==> config.mk <==
export PLATFORM = sky130hd
export DESIGN_NAME = alignment_record_scorer_top
export DESIGN_NICKNAME = d
export VERILOG_FILES = /design/src/design/arsc_pkg.sv /design/src/design/alignment_record_scorer_top.sv /design/src/design/arsc_accum.sv /design/src/design/arsc_score.sv /design/src/design/arsc_csr.sv
export VERILOG_INCLUDE_DIRS = /design/src /design/src/design
export SDC_FILE = /design/constraint.sdc
export NUM_CORES = 1
export LEC_CHECK = 0
export BUFFER_PORTS_ARGS = -buffer_cell sky130_fd_sc_hd__buf_2
export CAP_MARGIN = 5
export CORE_ASPECT_RATIO = 1.5
export CORE_UTILIZATION = 40
export DETAILED_ROUTE_END_ITERATION = 6
export GPL_TIMING_DRIVEN = 0
export PLACE_DENSITY = 0.58
export SKIP_CTS_REPAIR_TIMING = 1
export SYNTH_ARGS = -nofsm -noshare
export SYNTH_HDL_FRONTEND = slang
export SYNTH_SLANG_ARGS = --single-unit
export TNS_END_PERCENT = 30
==> constraint.sdc <==
create_clock -name clock -period 22.7 [get_ports clock]
set_input_delay 2.27 -clock clock [delete_from_list [all_inputs] [get_ports clock]]
set_output_delay 2.27 -clock clock [all_outputs]
set_load 0.02 [all_outputs]
==> src/design/alignment_record_scorer_top_macros.svh <==
`ifndef ALIGNMENT_RECORD_SCORER_TOP_MACROS_SVH
`define ALIGNMENT_RECORD_SCORER_TOP_MACROS_SVH

// same-cycle implication, checked on every clock edge outside reset
`define ARSC_ASSERT_SAME(label, ante, cons, msg) \
   label: assert property (@(posedge clock) disable iff (reset) (ante) |-> (cons)) \
      else $error(msg);

// next-cycle implication
`define ARSC_ASSERT_NEXT(label, ante, cons, msg) \
   label: assert property (@(posedge clock) disable iff (reset) (ante) |=> (cons)) \
      else $error(msg);

`endif

==> src/design/arsc_pkg.sv <==
package arsc_pkg;

   // accumulator width for the base-match sum and the indel count
   localparam int unsigned ACC_BITS = 48;

   localparam int unsigned CSR_ADDR_BITS = 3;
   localparam int unsigned CSR_DATA_BITS = 32;

   // register index, taken from paddr[2]
   localparam logic REG_SCORING_MODE = 1'b0;

   typedef enum logic [1:0] {
      MODE_MATCH  = 2'd0,
      MODE_AS     = 2'd1,
      MODE_MAPQ   = 2'd2,
      MODE_B_WINS = 2'd3
   } scoring_mode_type;

   // item kinds
   localparam logic [1:0] KIND_CIGAR = 2'd0;
   localparam logic [1:0] KIND_MD    = 2'd1;
   localparam logic [1:0] KIND_END   = 2'd2;

   // cigar op codes
   localparam logic [3:0] OP_M     = 4'd0;
   localparam logic [3:0] OP_I     = 4'd1;
   localparam logic [3:0] OP_D     = 4'd2;
   localparam logic [3:0] OP_EQUAL = 4'd7;
   localparam logic [3:0] OP_X     = 4'd8;

   // md string characters
   localparam logic [7:0] MD_DEL_CHAR   = 8'h5E;
   localparam logic [7:0] MD_DIGIT_LOW  = 8'h30;
   localparam logic [7:0] MD_DIGIT_HIGH = 8'h39;

   localparam logic [ACC_BITS-1:0] SUM_MAX = {1'b0, {(ACC_BITS-1){1'b1}}};
   localparam logic [ACC_BITS-1:0] SUM_MIN = {1'b1, {(ACC_BITS-1){1'b0}}};
   localparam logic [31:0]         SCORE_MAX = 32'h7FFF_FFFF;

   typedef struct packed {
      logic [1:0]         kind;
      logic [3:0]         cigar_op;
      logic [27:0]        cigar_len;
      logic [7:0]         md_char;
      logic               nm_valid;
      logic signed [31:0] nm_value;
      logic               md_valid;
      logic               as_valid;
      logic signed [31:0] as_value;
      logic [7:0]         map_quality;
      logic               is_unmapped;
      logic               from_first;
   } req_word_type;

   typedef struct packed {
      logic [31:0] score;
      logic        nm_anomaly;
      logic        no_mismatch_info;
      logic        missing_as_tag;
   } rsp_word_type;

   // running totals of the record being scored
   typedef struct packed {
      logic signed [ACC_BITS-1:0] match_sum;
      logic [ACC_BITS-1:0]        indel_bases;
      logic [31:0]                md_mismatches;
      logic                       saw_exact_ops;
   } acc_state_type;

endpackage

==> src/design/alignment_record_scorer_top.sv <==
// Alignment record scorer. A record comes in as a run of req words: CIGAR ops, then the
// MD string one character per word, then one end word carrying NM, AS, MAPQ and flags.
// Each word lands in the input register, is then folded into the running totals, and
// an end word writes its score into the output register at the same edge as that fold,
// so a new word is taken every cycle while rsp_ready holds. The only stall comes from
// an end word meeting a full output register that is not being drained. One rsp word
// per end word; CIGAR and MD words give none. Scoring mode is set through the APB
// register at address 0; the user must change it only with the block idle, as the
// block itself does not enforce this.
`include "alignment_record_scorer_top_macros.svh"

module alignment_record_scorer_top
   import arsc_pkg::*;
(
   input  logic                     clock,
   input  logic                     reset,
   // input words
   input  logic                     req_valid,
   output logic                     req_ready,
   input  req_word_type             req_word,
   // result words
   output logic                     rsp_valid,
   input  logic                     rsp_ready,
   output rsp_word_type             rsp_word,
   // register port
   input  logic                     psel,
   input  logic                     penable,
   input  logic                     pwrite,
   input  logic [CSR_ADDR_BITS-1:0] paddr,
   input  logic [CSR_DATA_BITS-1:0] pwdata,
   output logic [CSR_DATA_BITS-1:0] prdata,
   output logic                     pready
);

   // input register
   req_word_type     item_ff, item_in;
   logic             item_valid_ff, item_valid_in;
   // output register
   rsp_word_type     rsp_word_ff, rsp_word_in;
   logic             rsp_valid_ff, rsp_valid_in;

   scoring_mode_type mode;
   acc_state_type    acc_state;
   rsp_word_type     result;
   logic             is_end;
   logic             out_free;
   logic             fire;
   logic             fire_end;

   arsc_csr u_csr (
      .clock   (clock),
      .reset   (reset),
      .psel    (psel),
      .penable (penable),
      .pwrite  (pwrite),
      .paddr   (paddr),
      .pwdata  (pwdata),
      .prdata  (prdata),
      .pready  (pready),
      .mode    (mode)
   );

   // running totals for the current record
   arsc_accum u_accum (
      .clock (clock),
      .reset (reset),
      .step  (fire),
      .item  (item_ff),
      .state (acc_state)
   );

   // end-of-record scoring, straight from the totals and the end word
   arsc_score u_score (
      .mode   (mode),
      .state  (acc_state),
      .item   (item_ff),
      .result (result)
   );

   assign is_end   = (item_ff.kind == KIND_END);
   // output slot free now or freed by this edge's handoff
   assign out_free = !rsp_valid_ff || rsp_ready;
   // the word in the input register is used up this cycle
   assign fire     = item_valid_ff && (!is_end || out_free);
   assign fire_end = fire && is_end;

   assign req_ready = !item_valid_ff || fire;

   always_comb begin
      item_in       = item_ff;
      item_valid_in = item_valid_ff;
      if (req_valid && req_ready) begin
         item_in       = req_word;
         item_valid_in = 1'b1;
      end else if (fire) begin
         item_valid_in = 1'b0;
      end
   end

   always_comb begin
      rsp_word_in  = rsp_word_ff;
      rsp_valid_in = rsp_valid_ff;
      if (fire_end) begin
         rsp_word_in  = result;
         rsp_valid_in = 1'b1;
      end else if (rsp_ready) begin
         rsp_valid_in = 1'b0;
      end
   end

   always_ff @(posedge clock) begin
      if (reset) begin
         item_valid_ff <= 1'b0;
         rsp_valid_ff  <= 1'b0;
      end else begin
         item_valid_ff <= item_valid_in;
         rsp_valid_ff  <= rsp_valid_in;
      end
      // payload, no reset needed
      item_ff     <= item_in;
      rsp_word_ff <= rsp_word_in;
   end

   assign rsp_valid = rsp_valid_ff;
   assign rsp_word  = rsp_word_ff;

   // a result only ever appears from an end word that was scored
   `ARSC_ASSERT_SAME(a_rsp_from_end, $rose(rsp_valid_ff), $past(fire_end),
      "result word without a scored end word")
   // AS flag means score zero and no match-mode flags
   `ARSC_ASSERT_SAME(a_as_flag, rsp_valid_ff && rsp_word_ff.missing_as_tag,
      (rsp_word_ff.score == '0) && !rsp_word_ff.nm_anomaly && !rsp_word_ff.no_mismatch_info,
      "missing AS tag with nonzero score or match-mode flag")
   // a word held in the input register is not overwritten
   `ARSC_ASSERT_NEXT(a_item_held, item_valid_ff && !fire,
      item_valid_ff && (item_ff == $past(item_ff)), "held input word lost or changed")

endmodule

==> src/design/arsc_accum.sv <==
`include "alignment_record_scorer_top_macros.svh"

module arsc_accum
   import arsc_pkg::*;
(
   input  logic          clock,
   input  logic          reset,
   input  logic          step,
   input  req_word_type  item,
   output acc_state_type state
);

   logic signed [ACC_BITS-1:0] match_sum_ff, match_sum_in;
   logic [ACC_BITS-1:0]        indel_ff, indel_in;
   logic [31:0]                md_ff, md_in;
   logic                       exact_ff, exact_in;
   logic                       del_ff, del_in;

   logic [ACC_BITS-1:0]        len_ext;
   logic signed [ACC_BITS:0]   sum_up;
   logic signed [ACC_BITS:0]   sum_down;
   logic [ACC_BITS:0]          indel_up;
   logic signed [ACC_BITS-1:0] sum_up_sat;
   logic signed [ACC_BITS-1:0] sum_down_sat;
   logic [ACC_BITS-1:0]        indel_up_sat;
   logic                       is_digit;

   assign len_ext  = ACC_BITS'(item.cigar_len);
   assign sum_up   = $signed({match_sum_ff[ACC_BITS-1], match_sum_ff}) + $signed({1'b0, len_ext});
   assign sum_down = $signed({match_sum_ff[ACC_BITS-1], match_sum_ff}) - $signed({1'b0, len_ext});
   assign indel_up = {1'b0, indel_ff} + {1'b0, len_ext};

   // overflow shows as the two top bits disagreeing
   assign sum_up_sat   = (sum_up[ACC_BITS] != sum_up[ACC_BITS-1]) ?
                         $signed(SUM_MAX) : sum_up[ACC_BITS-1:0];
   assign sum_down_sat = (sum_down[ACC_BITS] != sum_down[ACC_BITS-1]) ?
                         $signed(SUM_MIN) : sum_down[ACC_BITS-1:0];
   assign indel_up_sat = indel_up[ACC_BITS] ? {ACC_BITS{1'b1}} : indel_up[ACC_BITS-1:0];

   assign is_digit = (item.md_char >= MD_DIGIT_LOW) && (item.md_char <= MD_DIGIT_HIGH);

   always_comb begin
      match_sum_in = match_sum_ff;
      indel_in     = indel_ff;
      md_in        = md_ff;
      exact_in     = exact_ff;
      del_in       = del_ff;
      if (step) begin
         unique case (item.kind)
            KIND_CIGAR: begin
               unique case (item.cigar_op)
                  OP_EQUAL: begin
                     exact_in     = 1'b1;
                     match_sum_in = sum_up_sat;
                  end
                  OP_M: match_sum_in = sum_up_sat;
                  OP_D: begin
                     match_sum_in = sum_down_sat;
                     indel_in     = indel_up_sat;
                  end
                  OP_I: indel_in = indel_up_sat;
                  OP_X: exact_in = 1'b1;
                  default: ;
               endcase
            end
            KIND_MD: begin
               priority if (item.md_char == MD_DEL_CHAR) begin
                  del_in = 1'b1;
               end else if (is_digit) begin
                  del_in = 1'b0;
               end else begin
                  if (!del_ff && (md_ff != 32'hFFFF_FFFF)) begin
                     md_in = md_ff + 32'd1;
                  end
               end
            end
            KIND_END: begin
               match_sum_in = '0;
               indel_in     = '0;
               md_in        = '0;
               exact_in     = 1'b0;
               del_in       = 1'b0;
            end
            default: ;
         endcase
      end
   end

   always_ff @(posedge clock) begin
      if (reset) begin
         match_sum_ff <= '0;
         indel_ff     <= '0;
         md_ff        <= '0;
         exact_ff     <= 1'b0;
         del_ff       <= 1'b0;
      end else begin
         match_sum_ff <= match_sum_in;
         indel_ff     <= indel_in;
         md_ff        <= md_in;
         exact_ff     <= exact_in;
         del_ff       <= del_in;
      end
   end

   assign state.match_sum     = match_sum_ff;
   assign state.indel_bases   = indel_ff;
   assign state.md_mismatches = md_ff;
   assign state.saw_exact_ops = exact_ff;

   `ARSC_ASSERT_NEXT(a_end_clears, step && (item.kind == KIND_END),
      (match_sum_ff == '0) && (indel_ff == '0) && (md_ff == '0) && !exact_ff && !del_ff,
      "record totals not cleared after end word")
   `ARSC_ASSERT_NEXT(a_indel_grows, step && (item.kind != KIND_END),
      indel_ff >= $past(indel_ff), "indel count dropped inside a record")

endmodule

==> src/design/arsc_score.sv <==
module arsc_score
   import arsc_pkg::*;
(
   input  scoring_mode_type mode,
   input  acc_state_type    state,
   input  req_word_type     item,
   output rsp_word_type     result
);

   localparam int unsigned TOT_BITS = ACC_BITS + 2;

   logic signed [TOT_BITS-1:0] base;
   logic signed [TOT_BITS-1:0] nm_total;
   logic signed [TOT_BITS-1:0] md_total;
   logic signed [TOT_BITS-1:0] total;
   logic                       nm_lt;
   logic                       use_nm;
   logic                       use_md;
   logic                       nm_bad;
   logic                       no_info;
   logic [31:0]                match_score;
   logic [31:0]                b_wins_score;

   assign base     = $signed({{2{state.match_sum[ACC_BITS-1]}}, state.match_sum});
   // nm correction: sum - (nm - indel), only used when nm >= indel
   assign nm_total = base + $signed({2'b00, state.indel_bases})
                   - $signed({{(TOT_BITS-32){1'b0}}, item.nm_value});
   assign md_total = base - $signed({{(TOT_BITS-32){1'b0}}, state.md_mismatches});

   assign nm_lt   = item.nm_value[31] ||
                    ({{(ACC_BITS-32){1'b0}}, item.nm_value} < state.indel_bases);
   assign nm_bad  = !state.saw_exact_ops && item.nm_valid && nm_lt;
   assign use_nm  = !state.saw_exact_ops && item.nm_valid && !nm_lt;
   assign use_md  = !state.saw_exact_ops && !use_nm && item.md_valid;
   assign no_info = !state.saw_exact_ops && !use_nm && !use_md;

   assign total = use_nm ? nm_total : (use_md ? md_total : base);

   // clamp to 0 .. 2^31-1
   always_comb begin
      priority if (total[TOT_BITS-1]) begin
         match_score = '0;
      end else if (|total[TOT_BITS-2:31]) begin
         match_score = SCORE_MAX;
      end else begin
         match_score = {1'b0, total[30:0]};
      end
   end

   assign b_wins_score = item.from_first ? 32'd1 : (item.is_unmapped ? 32'd0 : 32'd2);

   always_comb begin
      result = '0;
      unique case (mode)
         MODE_MATCH: begin
            result.score            = match_score;
            result.nm_anomaly       = nm_bad;
            result.no_mismatch_info = no_info;
         end
         MODE_AS: begin
            result.score          = item.as_valid ? item.as_value : 32'd0;
            result.missing_as_tag = !item.as_valid;
         end
         MODE_MAPQ:   result.score = {24'd0, item.map_quality};
         MODE_B_WINS: result.score = b_wins_score;
      endcase
   end

endmodule

==> src/design/arsc_csr.sv <==
module arsc_csr
   import arsc_pkg::*;
(
   input  logic                     clock,
   input  logic                     reset,
   input  logic                     psel,
   input  logic                     penable,
   input  logic                     pwrite,
   input  logic [CSR_ADDR_BITS-1:0] paddr,
   input  logic [CSR_DATA_BITS-1:0] pwdata,
   output logic [CSR_DATA_BITS-1:0] prdata,
   output logic                     pready,
   output scoring_mode_type         mode
);

   scoring_mode_type mode_ff, mode_in;
   logic             reg_index;
   logic             wr_mode;

   assign pready    = 1'b1;
   assign reg_index = paddr[2];
   assign wr_mode   = psel && penable && pwrite && (reg_index == REG_SCORING_MODE);

   assign mode_in = wr_mode ? scoring_mode_type'(pwdata[1:0]) : mode_ff;

   always_ff @(posedge clock) begin
      if (reset) begin
         mode_ff <= MODE_MATCH;
      end else begin
         mode_ff <= mode_in;
      end
   end

   assign prdata = (reg_index == REG_SCORING_MODE) ?
                   {{(CSR_DATA_BITS-2){1'b0}}, mode_ff} : '0;
   assign mode   = mode_ff;

endmodule
==> impl_metrics.env <==
export IMPL_grt_ovfl_total=0
export IMPL_area_delta_synth_final_pct=13.2
export IMPL_gp_congestion=0.985
export IMPL_r2r_setup_slack_ns=15.41
export IMPL_netlist_area_um2=25000
export IMPL_hold_class="reg2reg"
export IMPL_crit_fanout=10
export IMPL_port_buffers=167
export IMPL_final_max_slew_viol_count=0
export IMPL_p_sw_uw=549
export IMPL_status="complete, no violations"
export IMPL_seq_area_frac_synth_pct=29.2
export IMPL_startpoint_type="register"
export IMPL_crit_path_end="u_accum.match_sum_ff[14]"
export IMPL_core_area_um2=61400
export IMPL_numClockSinks=288
export IMPL_grt_first_pass_wirelength_um=143000
export IMPL_p_int_mw=1.08
export IMPL_seq_power_share_pct=36.5
export IMPL_cts_root_buf="clkbuf_16"
export IMPL_vias_per_cell=5.79
export IMPL_p_leak_nw=12.3
export IMPL_drive_gt1_share_pct=9.57
export IMPL_rsz0062_at_grt="false"
export IMPL_cts_tree="yes"
export IMPL_clockBufferDepth=3
export IMPL_dp_hpwl_um=80500
export IMPL_r2r_start="item_ff[98]"
export IMPL_end_kind="register"
export IMPL_drt_first_pass_iters=6
export IMPL_max_freq_ghz=0.137
export IMPL_wl_per_cell_um=23.7
export IMPL_num_vias=23783
export IMPL_ant_nets=0
export IMPL_htreeDepth=2
export IMPL_final_nets=3734
export IMPL_period_share_pct=32.1
export IMPL_critPathArrivalTime_ns=7.71
export IMPL_pin_count=231
export IMPL_clkPwrFrac_pct=36.7
export IMPL_m1WireLength_um=38500
export IMPL_power_density_nw_per_um2=57.7
export IMPL_drc_errors=0
export IMPL_die_area_um2=63500
export IMPL_hold_viol=0
export IMPL_avgSynthCellArea_um2=8.21
export IMPL_grt_max_degree=36
export IMPL_cts_clk_slew_worst_paths_ns=0.07
export IMPL_worst_pin_slew_ns=1.30
export IMPL_post_route_min_period_ns=7.29
export IMPL_grtUsageTotal_pct=30.3
export IMPL_synth_edf_count=154
export IMPL_routed_wl_um=97200
export IMPL_met2_length_um=47700
export IMPL_synthCells=3047
export IMPL_r2r_end="u_accum.match_sum_ff[14]"
export IMPL_yosysWarnings=0
export IMPL_worstHoldPathCells=2
export IMPL_routed_top_layer="met5"
export IMPL_row_count=111
export IMPL_cts_buffers=35
export IMPL_dieWidth_um=206
export IMPL_fin_cells=4105
export IMPL_layout_commonest_cell="inv_1"
export IMPL_critPathRequiredTime_ns=23.13
export IMPL_multi_input_area_um2=15800
export IMPL_antenna_cells=0
export IMPL_drv_cap=0
export IMPL_pwr_share_comb_pct=26.8
export IMPL_final_cell_mix="337 x inv_1, 249 x ha_1, 248 x a21oi_1, 244 x o21ai_0, 242 x nor2_1"
export IMPL_crit_type="reg2reg"
export IMPL_drt_iter0_drc=1860
export IMPL_dpl_cell_count=4041
export IMPL_synth_cell_types=91
export IMPL_cp_startpoint="item_ff[98]"
export IMPL_start_util_pct=40.7
export IMPL_seqCellArea_um2=7310
export IMPL_peakVddDrop_mv=0.0489
export IMPL_async_flop_share_pct=0
export IMPL_antenna_found_initial=1
export IMPL_reg2reg_depth=20
export IMPL_die_h_um=308
export IMPL_relSlewSlack_pct=13.1
export IMPL_switching_share_pct=33.6
export IMPL_wl_met3_um=4950
export IMPL_clock_skew_ns=0.0413
export IMPL_ys_flop_type="edfxtp_1"
export IMPL_final_setup_viol_count=0
export IMPL_num_fill_cells=6144
export IMPL_grt_pass1_vias=23253
export IMPL_clk_insertion_delay_late_ns=0.60
export IMPL_setup_tns_ns=0
export IMPL_ys_ff_latch=288
-- cell type report --
| cell class | instances | area share, % |
|---|---|---|
| multi-input cells | 2283 | 55.8 |
| flip-flops and latches | 288 | 25.8 |
| inverters | 340 | 4.51 |
| well taps | 791 | 3.50 |
| repair buffers | 174 | 3.39 |
| clock buffers | 40 | 3.27 |
| plain buffers | 165 | 2.72 |
| clock inverters | 24 | 1.02 |
-- per-stage QoR --
stage	total power [mW]	worst slack [ns]	utilization [%]	cell area [um^2]	hold slack, ns
after CTS	1.64	15.74	46.1	28300	0.509
after floorplan	0.888	13.74	-	25100	0.452
after global routing	1.70	15.16	46.1	28300	0.531
final	1.63	15.41	46.1	28300	0.502
after detailed placement	1.04	15.79	44.1	27100	0.477
after global placement	1.03	10.01	43.9	26900	0.477
-- worst max-delay path, cell delays in order, from the launching register on --
cell and delay, ns:
edfxtp_1 0.57, inv_1 0.08, ha_1 0.28, clkbuf_1 0.32
nand2b_1 0.17, a21oi_1 0.06, a211oi_1 0.47, nand4_1 0.15
o31ai_1 0.56, o221ai_1 0.40, a2111oi_0 0.62, a21oi_2 0.21
nand3_1 0.20, nor2_1 0.08, a21oi_1 0.16, ha_1 0.41
nor2_1 1.01, clkbuf_1 0.80, o21ai_0 0.24, a31oi_1 0.24
o31ai_1 0.08
-- worst min path at each step --
stage / startpoint / endpoint / slack (ns)
final: u_accum.del_ff / u_accum.del_ff / 0.50
after global routing: u_accum.del_ff / u_accum.del_ff / 0.53
after CTS: u_accum.del_ff / u_accum.del_ff / 0.51
after detailed placement: u_accum.del_ff / u_accum.del_ff / 0.48
after global placement: u_accum.del_ff / u_accum.del_ff / 0.48
after floorplan: u_accum.indel_ff[0] / u_accum.indel_ff[0] / 0.45
-- power by group through the flow --
stage          Combinational [mW]  Clock, mW  Sequential [mW]
2_1_floorplan               0.288          0            0.601
3_3_place_gp                0.424          0            0.611
3_5_place_dp                0.429          0            0.606
4_1_cts                     0.431      0.613            0.596
5_1_grt                     0.472      0.630            0.597
6_report                    0.438      0.600            0.596
-- cells in the mapped netlist, drive strengths merged, types with 29 or more instances --
cell | instances | area [um^2]
inv | 337 | 1260
o21ai | 254 | 1280
a21oi | 253 | 1280
ha | 249 | 3120
nor2 | 243 | 915
nand2 | 219 | 822
edfxtp | 154 | 4620
xnor2 | 138 | 1210
dfxtp | 134 | 2680
clkbuf | 121 | 457
nand3 | 69 | 345
nor3 | 63 | 325
a21o | 60 | 450
xor2 | 52 | 455
nand4 | 50 | 319
a211oi | 45 | 343
buf | 44 | 313
fa | 37 | 741
and3 | 31 | 194
nand2b | 31 | 194
o21bai | 31 | 233
nor2b | 30 | 188
o211ai | 30 | 225
a221o | 29 | 290
a31oi | 29 | 181
nor4 | 29 | 181
-- kinds of logic after synthesis --
logic type / Yosys count / share of synthesized area [%]
other: 2 / 0.0300
flip-flops: 288 / 29.2
XOR/XNOR: 190 / 6.66
AO/OA/AOI/OAI: 915 / 23.6
multiplexers: 11 / 0.445
buffers and inverters: 505 / 8.18
adder cells (fa/ha/maj): 286 / 15.4
AND/OR/NAND/NOR: 850 / 16.4
-- sequential cells by signal, indices dropped and copies added (netlist names) --
name / cells
u_csr.mode: 2
u_accum.exact_ff: 1
item_ff: 119
u_accum.indel_ff: 48
u_accum.match_sum_ff: 48
rsp_word: 35
u_accum.del_ff: 1
u_accum.md_ff: 32
item_valid_ff: 1
rsp_valid: 1
-- metal layers --
| metal | track usage, % | vias up |
|---|---|---|
| li1 | - | 11275 |
| met1 | 35.8 | 11365 |
| met2 | 52.6 | 916 |
| met3 | 3.25 | 225 |
| met4 | 17.2 | 2 |
| met5 | 0 | - |
Note: power is estimated with default switching activity, not from simulation.
